## config.mk

```make
export PLATFORM = sky130hd
export DESIGN_NAME = triangle_scanline_span_generator_unit
export DESIGN_NICKNAME = d
export VERILOG_FILES = /design/src/tssg_pkg.sv /design/src/tssg_div.sv /design/src/tssg_dp.sv /design/src/tssg_ctrl.sv /design/src/triangle_scanline_span_generator_unit.sv
export SDC_FILE = /design/constraint.sdc
export NUM_CORES = 2
export LEC_CHECK = 0
export ABC_AREA = 1
export BUFFER_PORTS_ARGS = -buffer_cell sky130_fd_sc_hd__buf_2
export CORE_MARGIN = 5
export CORE_UTILIZATION = 45
export DETAILED_ROUTE_END_ITERATION = 7
export GPL_TIMING_DRIVEN = 1
export PLACE_DENSITY = 0.63
export SLEW_MARGIN = 0
export SYNTH_ARGS = -nofsm -noshare
export SYNTH_HDL_FRONTEND = slang
export SYNTH_SLANG_ARGS = --single-unit
export TNS_END_PERCENT = 1
```

## constraint.sdc

```tcl
create_clock -name clk -period 12.4 [get_ports clk]
set_input_delay 0.62 -clock clk [delete_from_list [all_inputs] [get_ports clk]]
set_output_delay 0.62 -clock clk [all_outputs]
set_load 0.02 [all_outputs]
```

## src/tssg_pkg.sv

```systemverilog
// ---------------------------------------------------------------------------
// Triangle span generator package
// Shared types, constants and arithmetic helpers for the span generator.
// ---------------------------------------------------------------------------
package tssg_pkg;

  localparam int COORD_FRAC_BITS = 4;
  localparam int SLOPE_FRAC_BITS = 16;
  localparam int ROW_BITS        = 12;

  localparam int CW        = 16;
  localparam int ACC_W     = 32;
  localparam int RX_W      = 14;
  localparam int DX_W      = RX_W + 1;
  localparam int MX_W      = 18;
  localparam int MUL_W     = 2 * (CW + 1);
  localparam int DIV_NW    = 37;
  localparam int DIV_DW    = 17;
  localparam int DIV_CNT_W = $clog2(DIV_NW + 1);
  localparam int RND_HALF  = (1 << COORD_FRAC_BITS) >> 1;

  typedef logic signed [ROW_BITS-1:0] row_t;
  typedef logic signed [ACC_W-1:0]    acc_t;
  typedef logic signed [RX_W-1:0]     rx_t;

  typedef struct packed {
    logic                 command;
    logic signed [CW-1:0] vert0_x;
    logic signed [CW-1:0] vert0_y;
    logic signed [CW-1:0] vert1_x;
    logic signed [CW-1:0] vert1_y;
    logic signed [CW-1:0] vert2_x;
    logic signed [CW-1:0] vert2_y;
    logic [31:0]          fill_color;
  } tssg_in_t;

  typedef struct packed {
    logic        span_valid;
    row_t        span_row;
    row_t        span_x_first;
    row_t        span_x_second;
    logic [31:0] span_color;
    logic        span_last;
  } tssg_out_t;

  typedef enum logic [1:0] {
    PH_IDLE      = 2'd0,
    PH_DOWN_MORE = 2'd1,
    PH_UP_LAST   = 2'd2,
    PH_DOWN_LAST = 2'd3
  } tssg_phase_t;

  typedef enum logic [2:0] {
    ST_IDLE,
    ST_SORT,
    ST_CLASS,
    ST_MUL,
    ST_DIV_GO,
    ST_DIV_WAIT,
    ST_EMIT
  } tssg_state_t;

  typedef enum logic [2:0] {
    OP_MID,
    OP_A10,
    OP_BM0,
    OP_C21,
    OP_D2M,
    OP_A20,
    OP_B21
  } tssg_op_t;

  localparam logic CMD_LOAD = 1'b0;

  typedef struct packed {
    logic     latch_in;
    logic     sort;
    logic     init_tri;
    logic     mul;
    logic     div_start;
    tssg_op_t div_op;
    logic     emit;
  } tssg_cmd_t;

  typedef struct packed {
    logic degen;
    logic upper_flat;
    logic div_done;
    logic out_busy;
  } tssg_sts_t;

  function automatic rx_t round_coord(input logic signed [MX_W-1:0] v);
    logic [MX_W-1:0] mag;
    logic [MX_W-1:0] r;
    mag = v[MX_W-1] ? MX_W'(-v) : MX_W'(v);
    r   = (mag + MX_W'(RND_HALF)) >> COORD_FRAC_BITS;
    return v[MX_W-1] ? RX_W'(-r) : RX_W'(r);
  endfunction

  function automatic row_t sat_row(input rx_t v);
    localparam rx_t RMAX = rx_t'((1 << (ROW_BITS - 1)) - 1);
    localparam rx_t RMIN = rx_t'(-(1 << (ROW_BITS - 1)));
    if (v > RMAX) begin
      return row_t'(RMAX);
    end else if (v < RMIN) begin
      return row_t'(RMIN);
    end
    return row_t'(v);
  endfunction

  function automatic acc_t sat_acc(input logic signed [DIV_NW:0] v);
    localparam logic signed [DIV_NW:0] AMAX = (DIV_NW+1)'((64'sd1 <<< (ACC_W - 1)) - 1);
    localparam logic signed [DIV_NW:0] AMIN = (DIV_NW+1)'(-(64'sd1 <<< (ACC_W - 1)));
    if (v > AMAX) begin
      return acc_t'(AMAX);
    end else if (v < AMIN) begin
      return acc_t'(AMIN);
    end
    return acc_t'(v);
  endfunction

  function automatic row_t acc_to_pixel(input acc_t a);
    localparam logic [ACC_W:0] HALF = (ACC_W+1)'(1) << (SLOPE_FRAC_BITS - 1);
    localparam logic [ACC_W:0] PMAX = (ACC_W+1)'((1 << (ROW_BITS - 1)) - 1);
    logic [ACC_W:0] mag;
    logic [ACC_W:0] r;
    mag = a[ACC_W-1] ? (ACC_W+1)'(-{a[ACC_W-1], a}) : (ACC_W+1)'({1'b0, a});
    r   = (mag + HALF) >> SLOPE_FRAC_BITS;
    if (!a[ACC_W-1]) begin
      return (r > PMAX) ? row_t'(PMAX) : row_t'(r);
    end
    return (r > PMAX) ? row_t'(-(PMAX + 1)) : row_t'(-r);
  endfunction

  function automatic acc_t to_acc(input logic signed [CW-1:0] x);
    return acc_t'(x) <<< (SLOPE_FRAC_BITS - COORD_FRAC_BITS);
  endfunction

endpackage

```

## src/tssg_div.sv

```systemverilog
// ---------------------------------------------------------------------------
// Span generator divider
// Restoring divider, one quotient bit per cycle, rounding to nearest with
// ties away from zero and a zero result for a zero divisor.
// ---------------------------------------------------------------------------
module tssg_div
  import tssg_pkg::*;
(
  input  logic                     clk,
  input  logic                     rst_n,
  input  logic                     start,
  input  logic signed [DIV_NW-1:0] num_i,
  input  logic signed [DIV_DW:0]   den_i,
  output logic                     done,
  output logic signed [DIV_NW:0]   quo_o
);

  logic                 busy_r, busy_nxt;
  logic                 done_r, done_nxt;
  logic [DIV_CNT_W-1:0] cnt_r, cnt_nxt;
  logic [DIV_NW-1:0]    quo_r, quo_nxt;
  logic [DIV_DW-1:0]    rem_r, rem_nxt;
  logic [DIV_DW-1:0]    den_r, den_nxt;
  logic                 neg_r, neg_nxt;
  logic                 zero_r, zero_nxt;

  logic [DIV_NW-1:0]    an;
  logic [DIV_DW-1:0]    ad;
  logic [DIV_DW:0]      trial;
  logic                 fits;

  always_comb begin
    an    = num_i[DIV_NW-1] ? DIV_NW'(-num_i) : DIV_NW'(num_i);
    ad    = den_i[DIV_DW] ? DIV_DW'(-den_i) : DIV_DW'(den_i);
    trial = {rem_r, quo_r[DIV_NW-1]};
    fits  = trial >= {1'b0, den_r};

    busy_nxt = busy_r;
    done_nxt = 1'b0;
    cnt_nxt  = cnt_r;
    quo_nxt  = quo_r;
    rem_nxt  = rem_r;
    den_nxt  = den_r;
    neg_nxt  = neg_r;
    zero_nxt = zero_r;
    if (start) begin
      busy_nxt = 1'b1;
      cnt_nxt  = DIV_CNT_W'(DIV_NW);
      quo_nxt  = an + DIV_NW'(ad >> 1);
      rem_nxt  = '0;
      den_nxt  = ad;
      neg_nxt  = num_i[DIV_NW-1] ^ den_i[DIV_DW];
      zero_nxt = (ad == '0);
    end else if (busy_r) begin
      quo_nxt = {quo_r[DIV_NW-2:0], fits};
      rem_nxt = fits ? DIV_DW'(trial - {1'b0, den_r}) : DIV_DW'(trial);
      cnt_nxt = cnt_r - 1'b1;
      if (cnt_r == DIV_CNT_W'(1)) begin
        busy_nxt = 1'b0;
        done_nxt = 1'b1;
      end
    end
  end

  always_ff @(posedge clk) begin
    if (!rst_n) begin
      busy_r <= 1'b0;
      done_r <= 1'b0;
    end else begin
      busy_r <= busy_nxt;
      done_r <= done_nxt;
    end
    cnt_r  <= cnt_nxt;
    quo_r  <= quo_nxt;
    rem_r  <= rem_nxt;
    den_r  <= den_nxt;
    neg_r  <= neg_nxt;
    zero_r <= zero_nxt;
  end

  assign done  = done_r;
  assign quo_o = zero_r ? '0 :
                 (neg_r ? -$signed({1'b0, quo_r}) : $signed({1'b0, quo_r}));

endmodule

```

## src/tssg_dp.sv

```systemverilog
// ---------------------------------------------------------------------------
// Span generator datapath
// Vertex sort, edge setup, divider operand selection, edge walk and the
// output register.
// ---------------------------------------------------------------------------
module tssg_dp
  import tssg_pkg::*;
(
  input  logic      clk,
  input  logic      rst_n,
  input  tssg_in_t  in_data,
  input  tssg_cmd_t cmd,
  output tssg_sts_t sts,
  input  logic      out_stall,
  output logic      out_valid,
  output tssg_out_t out_data
);

  tssg_in_t             in_r;
  logic signed [CW-1:0] x_r [3];
  logic signed [CW-1:0] y_r [3];
  rx_t                  rx_r [3];
  rx_t                  ry_r [3];
  logic signed [MUL_W-1:0] mul_r;
  rx_t                  rmx_r;

  acc_t        ax_r, bx_r, as_r, bs_r;
  row_t        cur_r, end_r;
  tssg_phase_t phase_r;
  logic [31:0] color_r;

  acc_t        sec_as_r, sec_bs_r, sec_x_r;
  row_t        sec_row_r, sec_end_r;

  logic        out_valid_r;
  tssg_out_t   out_r;
  tssg_out_t   out_nxt;

  logic signed [CW-1:0] sx [3];
  logic signed [CW-1:0] sy [3];
  logic signed [CW-1:0] tx, ty;

  logic signed [DX_W-1:0]  sl_dx;
  logic signed [DX_W-1:0]  sl_dy;
  logic signed [DIV_NW-1:0] div_num;
  logic signed [DIV_DW:0]   div_den;
  logic                     div_done;
  logic signed [DIV_NW:0]   div_quo;
  logic signed [MX_W-1:0]   mx;

  always_comb begin
    tx = '0;
    ty = '0;
    sx[0] = in_r.vert0_x; sy[0] = in_r.vert0_y;
    sx[1] = in_r.vert1_x; sy[1] = in_r.vert1_y;
    sx[2] = in_r.vert2_x; sy[2] = in_r.vert2_y;
    if (sy[0] > sy[1]) begin
      tx = sx[0]; ty = sy[0]; sx[0] = sx[1]; sy[0] = sy[1]; sx[1] = tx; sy[1] = ty;
    end
    if (sy[1] > sy[2]) begin
      tx = sx[1]; ty = sy[1]; sx[1] = sx[2]; sy[1] = sy[2]; sx[2] = tx; sy[2] = ty;
    end
    if (sy[0] > sy[1]) begin
      tx = sx[0]; ty = sy[0]; sx[0] = sx[1]; sy[0] = sy[1]; sx[1] = tx; sy[1] = ty;
    end
  end

  always_comb begin
    sl_dx = '0;
    sl_dy = '0;
    case (cmd.div_op)
      OP_A10: begin
        sl_dx = DX_W'(rx_r[1]) - DX_W'(rx_r[0]);
        sl_dy = DX_W'(ry_r[1]) - DX_W'(ry_r[0]);
      end
      OP_BM0: begin
        sl_dx = DX_W'(rmx_r) - DX_W'(rx_r[0]);
        sl_dy = DX_W'(ry_r[1]) - DX_W'(ry_r[0]);
      end
      OP_C21, OP_B21: begin
        sl_dx = DX_W'(rx_r[2]) - DX_W'(rx_r[1]);
        sl_dy = DX_W'(ry_r[2]) - DX_W'(ry_r[1]);
      end
      OP_D2M: begin
        sl_dx = DX_W'(rx_r[2]) - DX_W'(rmx_r);
        sl_dy = DX_W'(ry_r[2]) - DX_W'(ry_r[1]);
      end
      OP_A20: begin
        sl_dx = DX_W'(rx_r[2]) - DX_W'(rx_r[0]);
        sl_dy = DX_W'(ry_r[2]) - DX_W'(ry_r[0]);
      end
      default: begin
        sl_dx = '0;
        sl_dy = '0;
      end
    endcase
    if (cmd.div_op == OP_MID) begin
      div_num = DIV_NW'(mul_r);
      div_den = (DIV_DW+1)'((CW+1)'(y_r[2]) - (CW+1)'(y_r[0]));
    end else begin
      div_num = DIV_NW'(sl_dx) <<< SLOPE_FRAC_BITS;
      div_den = (DIV_DW+1)'(sl_dy);
    end
    mx = MX_W'(x_r[0]) + MX_W'(div_quo);
  end

  always_comb begin
    out_nxt = '0;
    if (phase_r != PH_IDLE) begin
      out_nxt.span_valid    = 1'b1;
      out_nxt.span_row      = cur_r;
      out_nxt.span_x_first  = acc_to_pixel(ax_r);
      out_nxt.span_x_second = acc_to_pixel(bx_r);
      out_nxt.span_color    = color_r;
      out_nxt.span_last     = (cur_r == end_r) && (phase_r != PH_DOWN_MORE);
    end
  end

  tssg_div u_div (
    .clk   (clk),
    .rst_n (rst_n),
    .start (cmd.div_start),
    .num_i (div_num),
    .den_i (div_den),
    .done  (div_done),
    .quo_o (div_quo)
  );

  always_ff @(posedge clk) begin
    if (cmd.latch_in) begin
      in_r <= in_data;
    end
    if (cmd.sort) begin
      for (int i = 0; i < 3; i++) begin
        x_r[i]  <= sx[i];
        y_r[i]  <= sy[i];
        rx_r[i] <= round_coord(MX_W'(sx[i]));
        ry_r[i] <= round_coord(MX_W'(sy[i]));
      end
    end
    if (cmd.mul) begin
      mul_r <= ((CW+1)'(x_r[2]) - (CW+1)'(x_r[0])) * ((CW+1)'(y_r[1]) - (CW+1)'(y_r[0]));
    end
    if (cmd.init_tri) begin
      sec_x_r   <= to_acc(x_r[2]);
      sec_row_r <= sat_row(round_coord(MX_W'(y_r[2])));
      sec_end_r <= sat_row(round_coord(MX_W'(y_r[1])));
    end
    if (div_done) begin
      case (cmd.div_op)
        OP_C21:  sec_as_r <= sat_acc(div_quo);
        OP_D2M:  sec_bs_r <= sat_acc(div_quo);
        OP_MID:  rmx_r    <= round_coord(mx);
        default: ;
      endcase
    end
    if (cmd.emit) begin
      out_r <= out_nxt;
    end
  end

  always_ff @(posedge clk) begin
    if (!rst_n) begin
      ax_r        <= '0;
      bx_r        <= '0;
      as_r        <= '0;
      bs_r        <= '0;
      cur_r       <= '0;
      end_r       <= '0;
      phase_r     <= PH_IDLE;
      color_r     <= '0;
      out_valid_r <= 1'b0;
    end else begin
      if (out_valid_r && !out_stall && !cmd.emit) begin
        out_valid_r <= 1'b0;
      end
      if (cmd.init_tri) begin
        color_r <= in_r.fill_color;
        if (sts.degen) begin
          as_r    <= '0;
          bs_r    <= '0;
          ax_r    <= to_acc(x_r[0]);
          bx_r    <= to_acc(x_r[0]);
          cur_r   <= sat_row(round_coord(MX_W'(y_r[0])));
          end_r   <= sat_row(round_coord(MX_W'(y_r[1])));
          phase_r <= PH_DOWN_LAST;
        end else if (sts.upper_flat) begin
          ax_r    <= to_acc(x_r[2]);
          bx_r    <= to_acc(x_r[2]);
          cur_r   <= sat_row(round_coord(MX_W'(y_r[2])));
          end_r   <= sat_row(round_coord(MX_W'(y_r[0])));
          phase_r <= PH_UP_LAST;
        end else begin
          ax_r    <= to_acc(x_r[0]);
          bx_r    <= to_acc(x_r[0]);
          cur_r   <= sat_row(round_coord(MX_W'(y_r[0])));
          end_r   <= sat_row(round_coord(MX_W'(y_r[1])));
          phase_r <= PH_DOWN_MORE;
        end
      end
      if (div_done) begin
        case (cmd.div_op)
          OP_A10, OP_A20: as_r <= sat_acc(div_quo);
          OP_BM0, OP_B21: bs_r <= sat_acc(div_quo);
          default: ;
        endcase
      end
      if (cmd.emit) begin
        out_valid_r <= 1'b1;
        if (phase_r != PH_IDLE) begin
          if (cur_r == end_r) begin
            if (phase_r == PH_DOWN_MORE) begin
              as_r    <= sec_as_r;
              bs_r    <= sec_bs_r;
              ax_r    <= sec_x_r;
              bx_r    <= sec_x_r;
              cur_r   <= sec_row_r;
              end_r   <= sec_end_r;
              phase_r <= PH_UP_LAST;
            end else begin
              phase_r <= PH_IDLE;
            end
          end else if (phase_r == PH_UP_LAST) begin
            cur_r <= cur_r - 1'b1;
            ax_r  <= sat_acc((DIV_NW+1)'(ax_r) - (DIV_NW+1)'(as_r));
            bx_r  <= sat_acc((DIV_NW+1)'(bx_r) - (DIV_NW+1)'(bs_r));
          end else begin
            cur_r <= cur_r + 1'b1;
            ax_r  <= sat_acc((DIV_NW+1)'(ax_r) + (DIV_NW+1)'(as_r));
            bx_r  <= sat_acc((DIV_NW+1)'(bx_r) + (DIV_NW+1)'(bs_r));
          end
        end
      end
    end
  end

  assign sts.degen      = (ry_r[0] == ry_r[2]);
  assign sts.upper_flat = (ry_r[0] == ry_r[1]);
  assign sts.div_done   = div_done;
  assign sts.out_busy   = out_valid_r && out_stall;

  assign out_valid = out_valid_r;
  assign out_data  = out_r;

  a_no_overwrite: assert property (@(posedge clk) disable iff (!rst_n)
    cmd.emit |-> !(out_valid_r && out_stall))
    else $error("span overwrites a result that is still held");

  a_idle_empty: assert property (@(posedge clk) disable iff (!rst_n)
    (cmd.emit && phase_r == PH_IDLE) |=> !out_r.span_valid)
    else $error("span produced with no triangle pending");

endmodule

```

## src/tssg_ctrl.sv

```systemverilog
// ---------------------------------------------------------------------------
// Span generator controller
// Sequences triangle setup, the midpoint and edge-step divisions and the
// emission of one span per transfer.
// ---------------------------------------------------------------------------
module tssg_ctrl
  import tssg_pkg::*;
(
  input  logic      clk,
  input  logic      rst_n,
  input  logic      in_valid,
  input  logic      in_command,
  output logic      in_stall,
  input  tssg_sts_t sts,
  output tssg_cmd_t cmd
);

  tssg_state_t state_r, state_nxt;
  tssg_op_t    op_r, op_nxt;
  logic        last_op;

  always_comb begin
    last_op = (op_r == OP_D2M) || (op_r == OP_B21);
  end

  always_comb begin
    state_nxt = state_r;
    op_nxt    = op_r;
    case (state_r)
      ST_IDLE: begin
        if (in_valid) begin
          state_nxt = (in_command == CMD_LOAD) ? ST_SORT : ST_EMIT;
        end
      end
      ST_SORT: state_nxt = ST_CLASS;
      ST_CLASS: begin
        if (sts.degen) begin
          state_nxt = ST_EMIT;
        end else if (sts.upper_flat) begin
          state_nxt = ST_DIV_GO;
          op_nxt    = OP_A20;
        end else begin
          state_nxt = ST_MUL;
          op_nxt    = OP_MID;
        end
      end
      ST_MUL: state_nxt = ST_DIV_GO;
      ST_DIV_GO: state_nxt = ST_DIV_WAIT;
      ST_DIV_WAIT: begin
        if (sts.div_done) begin
          if (last_op) begin
            state_nxt = ST_EMIT;
          end else begin
            state_nxt = ST_DIV_GO;
            case (op_r)
              OP_MID:  op_nxt = OP_A10;
              OP_A10:  op_nxt = OP_BM0;
              OP_BM0:  op_nxt = OP_C21;
              OP_C21:  op_nxt = OP_D2M;
              OP_A20:  op_nxt = OP_B21;
              default: op_nxt = op_r;
            endcase
          end
        end
      end
      ST_EMIT: begin
        if (!sts.out_busy) begin
          state_nxt = ST_IDLE;
        end
      end
      default: state_nxt = ST_IDLE;
    endcase
  end

  always_comb begin
    cmd           = '0;
    cmd.div_op    = op_r;
    cmd.latch_in  = (state_r == ST_IDLE) && in_valid;
    cmd.sort      = (state_r == ST_SORT);
    cmd.init_tri  = (state_r == ST_CLASS);
    cmd.mul       = (state_r == ST_MUL);
    cmd.div_start = (state_r == ST_DIV_GO);
    cmd.emit      = (state_r == ST_EMIT) && !sts.out_busy;
    in_stall      = (state_r != ST_IDLE);
  end

  always_ff @(posedge clk) begin
    if (!rst_n) begin
      state_r <= ST_IDLE;
      op_r    <= OP_MID;
    end else begin
      state_r <= state_nxt;
      op_r    <= op_nxt;
    end
  end

  a_done_when_waiting: assert property (@(posedge clk) disable iff (!rst_n)
    sts.div_done |-> (state_r == ST_DIV_WAIT))
    else $error("divider finished outside its wait state");

  a_accept_path: assert property (@(posedge clk) disable iff (!rst_n)
    (in_valid && !in_stall) |=> (state_r == ST_SORT || state_r == ST_EMIT))
    else $error("accepted transfer did not start load or emit");

endmodule

```

## src/triangle_scanline_span_generator_unit.sv

```systemverilog
// ---------------------------------------------------------------------------
// Triangle scanline span generator
// Loads a triangle and produces one horizontal span per transfer.
// ---------------------------------------------------------------------------
// An advance transfer is accepted in the idle state and then, once the output
// is not held, steps both edge accumulators and writes the output register. A
// load transfer sorts and rounds the vertices and then runs its divisions one
// after another through a single restoring divider: a general triangle needs
// the midpoint division and a step division per edge and half, a flat-top
// triangle one per edge, a degenerate none before its first span. A finished
// span waits in the output register while the next transfer is accepted.
module triangle_scanline_span_generator_unit
  import tssg_pkg::*;
(
  input  logic      clk,
  input  logic      rst_n,
  input  logic      in_valid,
  output logic      in_stall,
  input  tssg_in_t  in_data,
  output logic      out_valid,
  input  logic      out_stall,
  output tssg_out_t out_data
);

  tssg_cmd_t cmd;
  tssg_sts_t sts;

  tssg_ctrl u_ctrl (
    .clk        (clk),
    .rst_n      (rst_n),
    .in_valid   (in_valid),
    .in_command (in_data.command),
    .in_stall   (in_stall),
    .sts        (sts),
    .cmd        (cmd)
  );

  tssg_dp u_dp (
    .clk       (clk),
    .rst_n     (rst_n),
    .in_data   (in_data),
    .cmd       (cmd),
    .sts       (sts),
    .out_stall (out_stall),
    .out_valid (out_valid),
    .out_data  (out_data)
  );

endmodule

```

==> flow_summary.ini <==
[synth]
syn-cell-area_um2 = 74600
yosysWarningCount = 0
synth_edf_count = 570
synth.yosys.seq_area_share_pct = 28.8
yosys_register_bits = 788
syn_area_per_cell_um2 = 7.24
synth_cell_types = 76
ys.flop_type = edfxtp_1
syn_nets = 11200
synthArstFlopShare_pct = 0
postSynthCellCount = 10300

[placement]
globalplace.congestion = 0.987
placed_area_um2 = 77500
io_buffers = 204
dp_hpwl_mm = 205

[hold_path]
hold_class = primary input to flop

[clocking]
path_clk_slew_ns = 0.06
clockBufferDepth = 3
cts.sinks = 788
cts_setup_buffers = 0
htreeDepth = 3
root_buffer = clkbuf_16
cts_buffers = 93
cts_resized = 0
cts_tree = done
worstSkewPairLatency_ns = 0.77
cts-hold-fix-buffers = 87

[floorplan]
die-width_um = 417
coreArea_um2 = 165000
dieArea_um2 = 174000
fp-row-count = 149
die_h_um = 417
start_util_pct = 45.2
num_io_pins = 205

[setup_path]
cp-startpoint = u_dp.in_r[111]
crit_top_cell = nand2_1
rrSetupSlack_ns = 2.02
slowest_delay_ns = 0.84
critPathKind = flop to flop
end_kind = flop
crit-reg2reg-capture = u_dp.ry_r[0][25]
arrival_ns = 10.85
r2r_start = u_dp.in_r[111]
cp_max_fo = 64
start_kind = flop
critPathRequiredTime_ns = 12.86
slowest_stage = inv_2
setup.worst_path.end = u_dp.ry_r[0][25]
ff2ff_path_depth = 48

[timing]
worstMarginPinSlew_ns = 1.27
period_share_pct = 83.7
max_freq_mhz = 96.3
skew_ns = 0.0690
min_period_ns = 10.38
hold_viol = 0
setup_violations = 0
rsz0062_at_grt = no
slew_violations = 0
max_slew_margin_pct = 14.6
setup_tns_ns = 0

[grt]
antenna_found_initial = 2
grt_pass1_vias = 65300
grt-ovfl-total = 0
grt_pass1_wl_mm = 386
track_usage_pct = 28.4
grt_max_degree = 165

[finish]
final_util_pct = 49.4
drive_above_1_share_pct = 7.23
final_nets = 11300
final_area_um2 = 81400
antenna_cells = 0
synthToLayoutAreaGrowth_pct = 9.23

[job]
drv_cap = 0

[routing]
drt_iter0_markers = 6076
avgRoutedWirePerCell_um = 20.1
vias = 69400
drt_wl_total_mm = 255
viasPerCell = 5.47
drc = 0
firstDrtPassIters = 6
drtAntennaViolNets = 0

[status]
status = complete, no violations
cell usage after synthesis (7+ instances only):
cell / instances / area [um2]
nand2_1: 2521 / 9460
inv_1: 1526 / 5730
nor2_1: 825 / 3100
nand3_1: 703 / 3520
a21oi_1: 694 / 3470
o21ai_0: 590 / 2950
edfxtp_1: 570 / 17100
ha_1: 470 / 5880
xor2_1: 391 / 3420
fa_1: 312 / 6250
clkbuf_1: 245 / 920
dfxtp_1: 218 / 4360
nand4_1: 139 / 870
xnor2_1: 94 / 823
o21ai_1: 88 / 440
nor3_1: 86 / 430
a31oi_1: 84 / 526
or2_2: 58 / 363
inv_2: 52 / 195
nand2_2: 52 / 325
nor2_2: 50 / 313
buf_2: 49 / 245
o21ai_2: 47 / 412
nand3b_1: 36 / 270
o21bai_1: 33 / 248
o211ai_1: 31 / 233
nor4_1: 28 / 175
o22ai_1: 27 / 169
a21boi_0: 22 / 165
buf_1: 21 / 78.8
clkinv_1: 19 / 71.3
a21o_1: 18 / 135
o31ai_1: 18 / 135
buf_4: 15 / 113
and2_1: 12 / 75.1
nor2_4: 12 / 135
o221ai_1: 12 / 105
and3_1: 11 / 68.8
nand3_2: 11 / 110
a221oi_1: 10 / 87.6
o21a_1: 8 / 60.1
xor2_2: 8 / 130
nand2_4: 7 / 78.8
nor3_2: 7 / 70.1
worst min-delay path by stage:
stage	startpoint	end	slack, ns	cells after the start
4_1_cts	in_data[84]	u_dp.in_r[84]	0.0005	1
6_report	in_data[43]	u_dp.in_r[43]	0.05	1
3_3_place_gp	u_dp.x_r[2][0]	u_dp.sec_x_r[12]	0.44	0
5_1_grt	in_data[16]	u_dp.in_r[16]	0.03	1
2_1_floorplan	u_dp.x_r[2][0]	u_dp.sec_x_r[12]	0.43	0
3_5_place_dp	u_dp.x_r[2][0]	u_dp.sec_x_r[12]	0.44	0
cell usage in the layout (no fill, tap or decap), drive strengths merged, types with 34 or more instances in the layout:
master	count
nor2	887
xor2	399
nand3b	36
clkinv	49
a21oi	696
buf	276
inv	1583
nand2	2580
dfxtp	218
o21bai	34
fa	312
xnor2	95
nand3	716
a31oi	84
nor3	93
clkbuf	127
nand4	140
edfxtp	570
or2	61
o21ai	729
ha	470
dlygate4sd3	87
cell type report:
type                    count  area [um2]
inverters                1597        6000
clock inverters            46         477
clock buffers             127        2590
well taps                2189        2740
flip-flops and latches    788       21500
fillers                 16300       83400
repair buffers            363        2450
multi-input cells        7571       45700
registers in the layout, summed over array words and instances, names as in the netlist, 34 cells and up:
name and cells:
u_dp.ry_r 42, u_dp.u_div.quo_r 37, u_dp.y_r 48, u_dp.rx_r 42, u_dp.out_data 70, u_dp.in_r 128
u_dp.mul_r 34
stage by stage:
stage / hold slack (ns) / cells / setup slack [ns]
after floorplan: 0.426 / 10300 / 0.0156
after global placement: 0.438 / 12400 / 2.43
after detailed placement: 0.435 / 12400 / 2.27
after CTS: 0.000503 / 12700 / 2.20
after global routing: 0.0256 / 12700 / 1.11
final: 0.0515 / 12700 / 2.02
cells by family after synthesis:
family / share of synthesized area [%]
AOI/OAI and AO/OA: 12.8
xor gates and xnor gates: 5.91
adders and majority gates: 16.3
buffers and inverters: 10.1
DFF: 28.8
and+or+nand+nor: 26.1
layer usage:
metal / share of wire [%] / GRT usage [%] / vias up
met2: 47 / 47.3 / 2421
met5: 0.00078 / 0 / -
met3: 6.5 / 4.00 / 526
met4: 5.9 / 14.5 / 2
li1: - / - / 33700
met1: 41 / 36.1 / 32800
worst max-delay path: cells and delay by family (launching register included):
kind                     cells  cell delay [ns]
AO/OA/AOI/OAI                3             0.71
adder cells (fa/ha/maj)      4             1.16
buffers and inverters        8             2.58
flip-flops                   1             0.41
AND/OR/NAND/NOR             33             5.13
Power is not shown: default switching activity piles up to over one toggle a cycle in this logic, so the estimate is an artifact.
